$ cat src/sv/exponential_average_filter_top_defines.svh
// Assertion macros shared by the exponential average filter RTL.
// Included by modules that check their own control logic; needs nothing else.
`ifndef EXPONENTIAL_AVERAGE_FILTER_TOP_DEFINES_SVH
`define EXPONENTIAL_AVERAGE_FILTER_TOP_DEFINES_SVH

// same-cycle implication, disabled during reset
`define EAF_ASSERT_NOW(label, clk, rst, ante, cons) \
   label: assert property (@(posedge clk) disable iff (rst) (ante) |-> (cons)) \
      else $error("eaf check failed: same-cycle implication");

// next-cycle implication, disabled during reset
`define EAF_ASSERT_NEXT(label, clk, rst, ante, cons) \
   label: assert property (@(posedge clk) disable iff (rst) (ante) |=> (cons)) \
      else $error("eaf check failed: next-cycle implication");

`endif

$ cat src/sv/eaf_pkg.sv
// Shared widths, constants and controller/datapath interface types.
// No dependencies; imported by every module of the filter.
package eaf_pkg;

   localparam int SAMPLE_W = 16;
   localparam int SUM_W    = 32;
   localparam int K_W      = 8;
   localparam int CNT_W    = $clog2(SUM_W);

   localparam logic [K_W-1:0]      K_RESET = K_W'(8);
   localparam logic [SAMPLE_W-1:0] AVG_MAX = {SAMPLE_W{1'b1}};

   typedef struct packed {
      logic load_sample;
      logic div_start;
      logic update_sum;
      logic load_result;
   } eaf_cmd_type;

   typedef struct packed {
      logic div_done;
   } eaf_status_type;

endpackage

$ cat src/sv/eaf_div.sv
// Restoring divider, 32-bit dividend by 8-bit divisor, one quotient bit per cycle.
// Depends on eaf_pkg; used by eaf_dp.
module eaf_div
   import eaf_pkg::*;
(
   input  logic             clock,
   input  logic             reset,
   input  logic             start,
   input  logic [SUM_W-1:0] dividend,
   input  logic [K_W-1:0]   divisor,
   output logic [SUM_W-1:0] quotient,
   output logic             done
);

   logic [K_W-1:0]   rem_ff, rem_in;
   logic [SUM_W-1:0] quo_ff, quo_in;
   logic [K_W-1:0]   div_ff, div_in;
   logic [CNT_W-1:0] cnt_ff, cnt_in;
   logic             busy_ff, busy_in;
   logic             done_ff, done_in;
   logic [K_W:0]     trial;
   logic [K_W:0]     diff;
   logic             fits;

   assign trial = {rem_ff, quo_ff[SUM_W-1]};
   assign diff  = trial - {1'b0, div_ff};
   assign fits  = (trial >= {1'b0, div_ff});

   always_comb begin
      rem_in  = rem_ff;
      quo_in  = quo_ff;
      div_in  = div_ff;
      cnt_in  = cnt_ff;
      busy_in = busy_ff;
      done_in = 1'b0;
      if (start) begin
         rem_in  = '0;
         quo_in  = dividend;
         div_in  = divisor;
         cnt_in  = '0;
         busy_in = 1'b1;
      end else if (busy_ff) begin
         rem_in = fits ? diff[K_W-1:0] : trial[K_W-1:0];
         quo_in = {quo_ff[SUM_W-2:0], fits};
         cnt_in = cnt_ff + CNT_W'(1);
         if (cnt_ff == CNT_W'(SUM_W - 1)) begin
            busy_in = 1'b0;
            done_in = 1'b1;
         end
      end
   end

   always_ff @(posedge clock) begin
      if (reset) begin
         busy_ff <= 1'b0;
         done_ff <= 1'b0;
         cnt_ff  <= '0;
      end else begin
         busy_ff <= busy_in;
         done_ff <= done_in;
         cnt_ff  <= cnt_in;
      end
      rem_ff <= rem_in;
      quo_ff <= quo_in;
      div_ff <= div_in;
   end

   assign quotient = quo_ff;
   assign done     = done_ff;

endmodule

$ cat src/sv/eaf_dp.sv
// Datapath: smoothing factor register, scaled sum, sample and result registers.
// Depends on eaf_pkg and eaf_div; driven by eaf_ctrl commands.
module eaf_dp
   import eaf_pkg::*;
(
   input  logic                clock,
   input  logic                reset,
   input  logic                csr_wr_en,
   input  logic [K_W-1:0]      csr_wr_data,
   input  logic [SAMPLE_W-1:0] req_sample,
   input  eaf_cmd_type        cmd,
   output eaf_status_type     status,
   output logic [SAMPLE_W-1:0] rsp_average
);

   logic [K_W-1:0]      k_ff, k_in;
   logic [SUM_W-1:0]    sum_ff, sum_in;
   logic [SAMPLE_W-1:0] sample_ff, sample_in;
   logic [SAMPLE_W-1:0] average_ff, average_in;
   logic [K_W-1:0]      k_eff;
   logic [SUM_W-1:0]    dividend;
   logic [SUM_W-1:0]    quotient;
   logic                div_done;

   assign k_eff    = (k_ff == '0) ? K_W'(1) : k_ff;
   assign dividend = sum_ff + SUM_W'(k_eff >> 1);

   eaf_div u_div (
      .clock    (clock),
      .reset    (reset),
      .start    (cmd.div_start),
      .dividend (dividend),
      .divisor  (k_eff),
      .quotient (quotient),
      .done     (div_done)
   );

   always_comb begin
      k_in       = csr_wr_en ? csr_wr_data : k_ff;
      sample_in  = cmd.load_sample ? req_sample : sample_ff;
      sum_in     = cmd.update_sum ? (sum_ff + SUM_W'(sample_ff) - quotient) : sum_ff;
      average_in = average_ff;
      if (cmd.load_result) begin
         average_in = (quotient[SUM_W-1:SAMPLE_W] != '0) ? AVG_MAX
                                                         : quotient[SAMPLE_W-1:0];
      end
   end

   always_ff @(posedge clock) begin
      if (reset) begin
         k_ff   <= K_RESET;
         sum_ff <= '0;
      end else begin
         k_ff   <= k_in;
         sum_ff <= sum_in;
      end
      sample_ff  <= sample_in;
      average_ff <= average_in;
   end

   assign status.div_done = div_done;
   assign rsp_average     = average_ff;

endmodule

$ cat src/sv/eaf_ctrl.sv
// Controller: sequences the two divisions, the sum update and the output register.
// Depends on eaf_pkg and the assertion macro header; drives eaf_dp.
`include "exponential_average_filter_top_defines.svh"

module eaf_ctrl
   import eaf_pkg::*;
(
   input  logic           clock,
   input  logic           reset,
   input  logic           req_valid,
   output logic           req_ready,
   output logic           rsp_valid,
   input  logic           rsp_ready,
   input  eaf_status_type status,
   output eaf_cmd_type    cmd
);

   localparam logic [2:0] ST_IDLE   = 3'd0;
   localparam logic [2:0] ST_DIV1   = 3'd1;
   localparam logic [2:0] ST_START2 = 3'd2;
   localparam logic [2:0] ST_DIV2   = 3'd3;
   localparam logic [2:0] ST_OUT    = 3'd4;

   logic [2:0] state_ff, state_in;
   logic       rsp_valid_ff, rsp_valid_in;
   logic       out_free;

   assign req_ready = (state_ff == ST_IDLE);
   assign out_free  = !rsp_valid_ff || rsp_ready;

   always_comb begin
      state_in = state_ff;
      cmd      = '0;
      case (state_ff)
         ST_IDLE: begin
            if (req_valid) begin
               cmd.load_sample = 1'b1;
               cmd.div_start   = 1'b1;
               state_in        = ST_DIV1;
            end
         end
         ST_DIV1: begin
            if (status.div_done) begin
               cmd.update_sum = 1'b1;
               state_in       = ST_START2;
            end
         end
         ST_START2: begin
            cmd.div_start = 1'b1;
            state_in      = ST_DIV2;
         end
         ST_DIV2: begin
            if (status.div_done) begin
               state_in = ST_OUT;
            end
         end
         ST_OUT: begin
            if (out_free) begin
               cmd.load_result = 1'b1;
               state_in        = ST_IDLE;
            end
         end
         default: begin
            state_in = ST_IDLE;
         end
      endcase
   end

   always_comb begin
      rsp_valid_in = rsp_valid_ff;
      if (cmd.load_result) begin
         rsp_valid_in = 1'b1;
      end else if (rsp_ready) begin
         rsp_valid_in = 1'b0;
      end
   end

   always_ff @(posedge clock) begin
      if (reset) begin
         state_ff     <= ST_IDLE;
         rsp_valid_ff <= 1'b0;
      end else begin
         state_ff     <= state_in;
         rsp_valid_ff <= rsp_valid_in;
      end
   end

   assign rsp_valid = rsp_valid_ff;

   `EAF_ASSERT_NEXT(a_accept_starts_div, clock, reset, req_valid && req_ready, state_ff == ST_DIV1)
   `EAF_ASSERT_NOW(a_done_only_in_div, clock, reset, status.div_done, state_ff == ST_DIV1 || state_ff == ST_DIV2)
   `EAF_ASSERT_NEXT(a_result_shows, clock, reset, cmd.load_result, rsp_valid_ff)

endmodule

$ cat src/sv/exponential_average_filter_top.sv
// Exponential moving average filter, top level.
// Depends on eaf_pkg, eaf_ctrl and eaf_dp (which holds eaf_div).
//
// Usage: a request carries one 16-bit sample on req_sample and is taken when
// req_valid and req_ready are both high. Each request yields exactly one
// response, rsp_average, taken when rsp_valid and rsp_ready are both high.
// The smoothing factor is written through csr_wr_en / csr_wr_data at any
// edge with csr_wr_en high; write it only while the filter is idle.
// An accepted request runs two 32-step passes of the bit-serial restoring
// divider with the sum update between them, then the output load. req_ready
// is high only while the controller is idle: no request is taken until the
// last is through. A response waiting in the output register does not
// block the next request; only the final load waits for the receiver.
// Reset: the scaled sum clears to zero, the smoothing factor returns to 8,
// and no response is pending.
// Stall: if rsp_ready stays low, the response is held and the next result
// waits in the controller until the output register frees.
module exponential_average_filter_top
   import eaf_pkg::*;
(
   input  logic                clock,
   input  logic                reset,
   input  logic                req_valid,
   output logic                req_ready,
   input  logic [SAMPLE_W-1:0] req_sample,
   output logic                rsp_valid,
   input  logic                rsp_ready,
   output logic [SAMPLE_W-1:0] rsp_average,
   input  logic                csr_wr_en,
   input  logic [K_W-1:0]      csr_wr_data
);

   eaf_cmd_type    cmd;
   eaf_status_type status;

   eaf_ctrl u_ctrl (
      .clock     (clock),
      .reset     (reset),
      .req_valid (req_valid),
      .req_ready (req_ready),
      .rsp_valid (rsp_valid),
      .rsp_ready (rsp_ready),
      .status    (status),
      .cmd       (cmd)
   );

   eaf_dp u_dp (
      .clock       (clock),
      .reset       (reset),
      .csr_wr_en   (csr_wr_en),
      .csr_wr_data (csr_wr_data),
      .req_sample  (req_sample),
      .cmd         (cmd),
      .status      (status),
      .rsp_average (rsp_average)
   );

endmodule
$ cat config.mk
export PLATFORM = sky130hd
export DESIGN_NAME = exponential_average_filter_top
export DESIGN_NICKNAME = d
export VERILOG_FILES = /design/src/sv/eaf_pkg.sv /design/src/sv/eaf_div.sv /design/src/sv/eaf_dp.sv /design/src/sv/eaf_ctrl.sv /design/src/sv/exponential_average_filter_top.sv
export VERILOG_INCLUDE_DIRS = /design/src /design/src/sv
export SDC_FILE = /design/constraint.sdc
export NUM_CORES = 1
export LEC_CHECK = 0
export BUFFER_PORTS_ARGS = -buffer_cell sky130_fd_sc_hd__buf_4
export CORE_MARGIN = 4
export CORE_UTILIZATION = 30
export DETAILED_ROUTE_END_ITERATION = 8
export SLEW_MARGIN = 20
export SYNTH_ARGS = -nofsm -noshare
export SYNTH_HDL_FRONTEND = slang
export SYNTH_SLANG_ARGS = --single-unit
$ cat constraint.sdc
create_clock -name clock -period 3.1 [get_ports clock]
set_clock_uncertainty 0.2 [all_clocks]
set_input_delay 0.775 -clock clock [delete_from_list [all_inputs] [get_ports clock]]
set_output_delay 0.775 -clock clock [all_outputs]
set_load 0.005 [all_outputs]
==> results.json, run 1 <==
{
  "status": "complete, but fails checks",
  "failed_checks": "setup timing",
  "firstDrtPassIters": 4,
  "ff2ff_path_depth": 12,
  "min_path_cells": 2,
  "worstSetupStartpointType": "flop",
  "drtAntennaViolNets": 0,
  "wl_met2_um": 10500,
  "layout.cells.non_filler": 1470,
  "syn-cell-area_sq_um": 8460,
  "clock_sinks": 131,
  "cts_buffers": 17,
  "post-route-util": 0.404,
  "routabilityCongestion": 0.880,
  "synth_cells": 922,
  "r2r_slack_ns": -0.17,
  "synth-async-reset-ratio": 0,
  "drt-total-wl_um": 22300,
  "met1Wirelength_um": 10600,
  "p_leak_nw": 4.73,
  "io_pins": 47,
  "setup_viol": 14,
  "cp-end-kind": "flop",
  "fmax_mhz": 305,
  "regArea_sq_um": 3350,
  "rsz0062_at_grt": "true",
  "route.detailed.drc": 0,
  "grt_overflow": 0,
  "ys_warn_count": 0,
  "synthFlopType": "edfxtp_1",
  "drive_gt1_frac": 0.283,
  "crit_fanout": 3,
  "final_cell_mix": "buf_4, nand2_1, inv_1, edfxtp_1, dfxtp_1",
  "fin_crit_sh": 1.06,
  "cts_root_buffer": "clkbuf_16",
  "insertion_delay_ns": 0.42,
  "grt_use_total": 0.146,
  "timing.rr.start": "u_dp.sum_ff[2]",
  "first_iter_violations": 429,
  "vias": 7050,
  "syn2layout_area_growth_pct": 32.6,
  "wl_met3_um": 791,
  "ir_drop_mv": 0.323,
  "placed_cells": 1422,
  "finalWorstSetupSlack_ns": -0.175,
  "grt_pass1_vias": 7141,
  "wl_per_cell_um": 15.2,
  "critical_path_class": "flop to flop",
  "min-delay-start": "u_dp.sum_ff[31]",
  "cpMostUsedCell": "inv_2",
  "grt_pass1_wl_um": 36600,
  "die_area_sq_um": 31000,
  "intPower_mw": 4.06,
  "fin_nets": 1190,
  "multi_input_area_sq_um": 5080,
  "pre_cts_slack_ns": -0.350,
  "via_per_inst": 4.80,
  "synth_nets": 1033,
  "power_density_nw_per_um2": 526,
  "path_cells": "inv_2 -> fa_1 -> inv_2 -> ha_4 -> o21ai_0 -> o21a_2 -> o221a_4 -> o21ai_4 -> a311o_1 -> a41oi_2 -> xor2_1 -> o21ai_1",
  "cp_slowest_cell": "fa_1",
  "insertedDiodeCount": 0,
  "ys_seq_area_frac": 0.395,
  "yosys_register_bits": 131,
  "tritoncts": "yes",
  "switching_share": 0.312,
  "period_needed_ns": 3.27,
  "highest_layer": "met4",
  "slew_violations": 0,
  "io_buffers": 46,
  "synth_edf_count": 72,
  "hold_viol_final": 0,
  "start_util": 0.305,
  "ys_types": 58,
  "clk_pin_slew_ns": 0.06,
  "p_sw_mw": 1.84,
  "slew_headroom": 0.584,
  "htree_levels": 4,
  "grt_max_degree": 76,
  "p_clk_frac": 0.347,
  "clockBufferDepth": 2,
  "postCtsHoldBufs": 0,
  "tightest_slew_ns": 0.624,
  "cap_viol_max_count": 0,
  "power_mw": 5.90,
  "hold_end": "u_dp.sum_ff[31]",
  "die_w_um": 176,
  "worstReg2RegEnd": "u_dp.sum_ff[29]",
  "coreArea_sq_um": 27800,
  "fill_cells": 2782,
  "p_comb_frac": 0.305,
  "critical_path_required_ns": 3.21,
  "die_h_um": 176,
  "max_stage_delay_ns": 0.55,
  "min_path_type": "flop to flop",
  "dp_hpwl_um": 15900,
  "critPathLaunch": "u_dp.sum_ff[2]",
  "antenna_found_initial": 0,
  "avgSynthCellArea_sq_um": 9.18,
  "layout_commonest_cell": "buf_4",
  "rows": 61,
  "cp_data_arrival_time_ns": 3.38,
  "pwr-share-seq": 0.349
}
[power groups by stage]
stage                     Clock (mW)  Combinational, mW  Sequential (mW)
final                           2.04               1.80             2.06
after global routing            2.17               1.99             2.07
after detailed placement           0               1.48             2.09
after floorplan                    0              0.960             2.07
after global placement             0               1.47             2.09
after CTS                       2.09               1.67             2.06
[per-stage QoR]
| stage | hold slack [ns] | TNS [ns] | cell area [sq um] |
|---|---|---|---|
| after floorplan | 0.241 | -0.00507 | 8510 |
| after global placement | 0.272 | -2.35 | 10100 |
| after detailed placement | 0.272 | -2.62 | 10100 |
| after CTS | 0.282 | -0.798 | 11000 |
| after global routing | 0.305 | -3.96 | 11200 |
| final | 0.302 | -1.31 | 11200 |
[Yosys cell counts (5+ instances only)]
library cell,count,share of area
xor2_1,22,0.023
or2_2,18,0.013
and2_1,6,0.0044
o21a_1,7,0.0062
o21ai_1,7,0.0041
o21ai_0,66,0.039
nor2_1,35,0.016
a31oi_1,6,0.0044
xnor2_1,39,0.040
clkbuf_1,38,0.017
fa_1,18,0.043
nor2b_1,14,0.010
nand3b_1,9,0.0080
ha_1,64,0.095
nor3_1,23,0.014
dfxtp_1,59,0.14
inv_1,100,0.044
nand2_1,101,0.045
edfxtp_1,72,0.26
nor4_1,7,0.0052
and4_1,5,0.0052
a211oi_1,11,0.0098
and3_1,8,0.0059
nand4_1,9,0.0067
mux2i_1,17,0.020
nand3_1,14,0.0083
a21oi_1,67,0.040
a21o_1,27,0.024
[per-layer routing]
layer / vias to the layer above / track usage
met5: - / 0
met1: 3364 / 0.196
met3: 30 / 0.0261
met4: 0 / 0.0500
met2: 121 / 0.238
li1: 3535 / -
[flip-flops by register name (all words and copies together), names as in the netlist]
name                 cells
u_dp.u_div.cnt_ff        5
u_dp.sample_ff          16
u_dp.rsp_average        16
u_dp.sum_ff             32
u_ctrl.state_ff          3
u_dp.u_div.rem_ff        8
u_dp.k_ff                8
u_dp.u_div.busy_ff       1
u_dp.u_div.quotient     32
u_ctrl.rsp_valid         1
u_dp.u_div.done          1
u_dp.u_div.div_ff        8
[worst max path at each step]
stage	to	slack [ns]	cells after the start
after floorplan	u_dp.sum_ff[24]	-0.005	11
after global placement	u_dp.sum_ff[31]	-0.36	13
after detailed placement	u_dp.sum_ff[31]	-0.35	13
after CTS	u_dp.sum_ff[24]	-0.11	11
after global routing	u_dp.sum_ff[29]	-0.32	12
final	u_dp.sum_ff[29]	-0.17	12
[layout make-up]
| type | count | share of cell area |
|---|---|---|
| well taps | 378 | 0.0421 |
| multi-input cells | 651 | 0.452 |
| clock buffers | 19 | 0.0395 |
| inverters | 100 | 0.0334 |
| repair buffers | 178 | 0.121 |
| flip-flops and latches | 131 | 0.298 |
| clock inverters | 13 | 0.0129 |
[worst max-delay path: cells and delay by family (launching register included)]
family / cells / cell delay, ns
flops: 1 / 0.34
buf+inv: 2 / 0.10
fa+ha+maj: 2 / 0.79
xor+xnor: 1 / 0.16
compound gates: 7 / 1.57
[repair_timing]
item,4_1_cts,5_1_grt
hold endpoints to repair,0,0
resized for setup,49,44
setup buffers,8,8
endpoints found under the setup margin,16,34
pin swaps,21,30
[cells by family after synthesis]
| family | after synthesis | synth area share |
|---|---|---|
| adders and majority gates | 82 | 0.137 |
| and+or+nand+nor | 268 | 0.162 |
| muxes | 17 | 0.0201 |
| buffers and inverters | 140 | 0.0621 |
| AOI/OAI and AO/OA | 223 | 0.160 |
| DFF | 131 | 0.395 |
| xor gates and xnor gates | 61 | 0.0631 |
(Power assumes the default switching activity.)
==> inputs of run 2 (changes only) <==
Settings changed: PLACE_DENSITY_LB_ADDON set to 0.25.
==> run 2 against run 1 <==
Effect of this change:
- the run still ends with setup timing left
- die area did not move
- count of clock-buffer cells in the layout down 1
- routed wire length grew 3.6%
- critical path type unchanged
- largest cell class unchanged
- highest routed layer unchanged
==> results.json, run 2 (synthesis gave the netlist of run 1 again) <==
{
  "power_density_nw_per_um2": 513,
  "rsz0062_at_grt": "true",
  "failed_checks": "setup timing",
  "first_iter_violations": 464,
  "path_cells": "fa_1 -> inv_2 -> fa_2 -> a21o_1 -> nand4_1 -> buf_6 -> a211oi_4 -> buf_4 -> o311ai_4 -> a21boi_1 -> o21ai_1 -> mux2i_1 -> o311ai_1",
  "vias": 7097,
  "layout.cells.non_filler": 1483,
  "grt_use_total": 0.151,
  "clock_sinks": 131,
  "cp_data_arrival_time_ns": 3.32,
  "clockBufferDepth": 2,
  "via_per_inst": 4.79,
  "cts_buffers": 17,
  "crit_fanout": 3,
  "cp-end-kind": "flop",
  "wl_per_cell_um": 15.6,
  "clk_pin_slew_ns": 0.06,
  "cp_num_buf_inv": 3,
  "slew_headroom": 0.506,
  "rows": 61,
  "grt_pass1_vias": 7131,
  "power_mw": 5.87,
  "dp_hpwl_um": 16600,
  "final_cell_mix": "buf_4, nand2_1, inv_1, edfxtp_1, dfxtp_1",
  "insertedDiodeCount": 0,
  "fin_crit_sh": 1.04,
  "drtAntennaViolNets": 0,
  "cp_top_family": "compound AO/OA/AOI/OAI gates",
  "stdcell_area_sq_um": 11400,
  "antenna_found_initial": 0,
  "hold_ws_ns": 0.296,
  "grt_max_degree": 76,
  "critical_path_class": "flop to flop",
  "slew_violations": 0,
  "layout_commonest_cell": "buf_4",
  "drive_gt1_frac": 0.311,
  "firstDrtPassIters": 5,
  "syn2layout_area_growth_pct": 35.2,
  "r2r_slack_ns": -0.14,
  "route.detailed.drc": 0,
  "period_needed_ns": 3.24,
  "fmax_mhz": 309,
  "insertion_delay_ns": 0.42,
  "max_stage_delay_ns": 0.52,
  "grt_pass1_wl_um": 37800,
  "place_area_sq_um": 10200,
  "ir_drop_mv": 0.372,
  "io_pins": 47,
  "post-route-util": 0.412,
  "coreArea_sq_um": 27800,
  "grt_overflow": 0,
  "hold_viol_final": 0,
  "die_area_sq_um": 31000,
  "htree_levels": 4,
  "fin_nets": 1203,
  "tritoncts": "yes",
  "worstSetupStartpointType": "flop",
  "drt-total-wl_um": 23100,
  "p_leak_nw": 4.79,
  "critical_path_required_ns": 3.19,
  "cap_viol_max_count": 0,
  "die_w_um": 176,
  "routabilityCongestion": 0.847,
  "min_path_type": "flop to flop",
  "finalWorstSetupSlack_ns": -0.137,
  "cts_root_buffer": "clkbuf_16",
  "status": "complete, but fails checks",
  "placed_cells": 1433,
  "die_h_um": 176,
  "cp_slowest_cell": "fa_1",
  "io_buffers": 46,
  "setup_viol": 8,
  "start_util": 0.305,
  "tightest_slew_ns": 0.741,
  "postCtsHoldBufs": 0
}
## run 2: path summary, 6_finish.rpt
check,startpoint,end,depth (start not counted)
hold / removal,u_dp.sum_ff[31],u_dp.sum_ff[31],2
setup reg to reg,u_dp.u_div.quotient[1],u_dp.sum_ff[18],13
hold reg to reg,u_dp.sum_ff[31],u_dp.sum_ff[31],2
setup / recovery,u_dp.u_div.quotient[1],u_dp.sum_ff[18],13
## run 2: metal layers
metal | vias up | wire length, um | track usage
met2 | 132 | 10800 | 0.246
li1 | 3563 | - | -
met3 | 32 | 806 | 0.0257
met4 | 0 | 336 | 0.0422
met5 | - | 0 | 0
met1 | 3370 | 11200 | 0.209
## run 2: what timing repair did
action,CTS,global route
endpoints found under the setup margin,16,28
setup buffers,8,14
resized for setup,49,86
pin swaps,37,70
## run 2: where the power goes
group | switching, mW | internal, mW | leakage [nW] | total [mW]
Sequential | 0.0859 | 1.97 | 1.22 | 2.06
Clock | 0.850 | 1.03 | 0.258 | 1.88
Combinational | 0.983 | 0.952 | 3.32 | 1.93
## run 2: through the flow
step,setup WS (ns),setup TNS [ns]
floorplan,-0.00507,-0.00507
global placement,-0.305,-2.31
detailed placement,-0.369,-3.13
CTS,-0.201,-0.748
global route,-0.264,-1.70
finish,-0.137,-0.696
## run 2: final cells by class
cell class / instances / area [sq um]
fill: 2778 / 16300
multi-input combinational: 651 / 5210
sequential: 131 / 3350
timing repair buffer: 191 / 1500
tap: 378 / 473
clock buffer: 18 / 429
inverter: 100 / 375
clock inverter: 14 / 103
## run 2: tightest hold or removal path, stage by stage, from the launching register on
cell     delay [ns]
dfxtp_1        0.33
nand3_1        0.07
a21oi_1        0.05
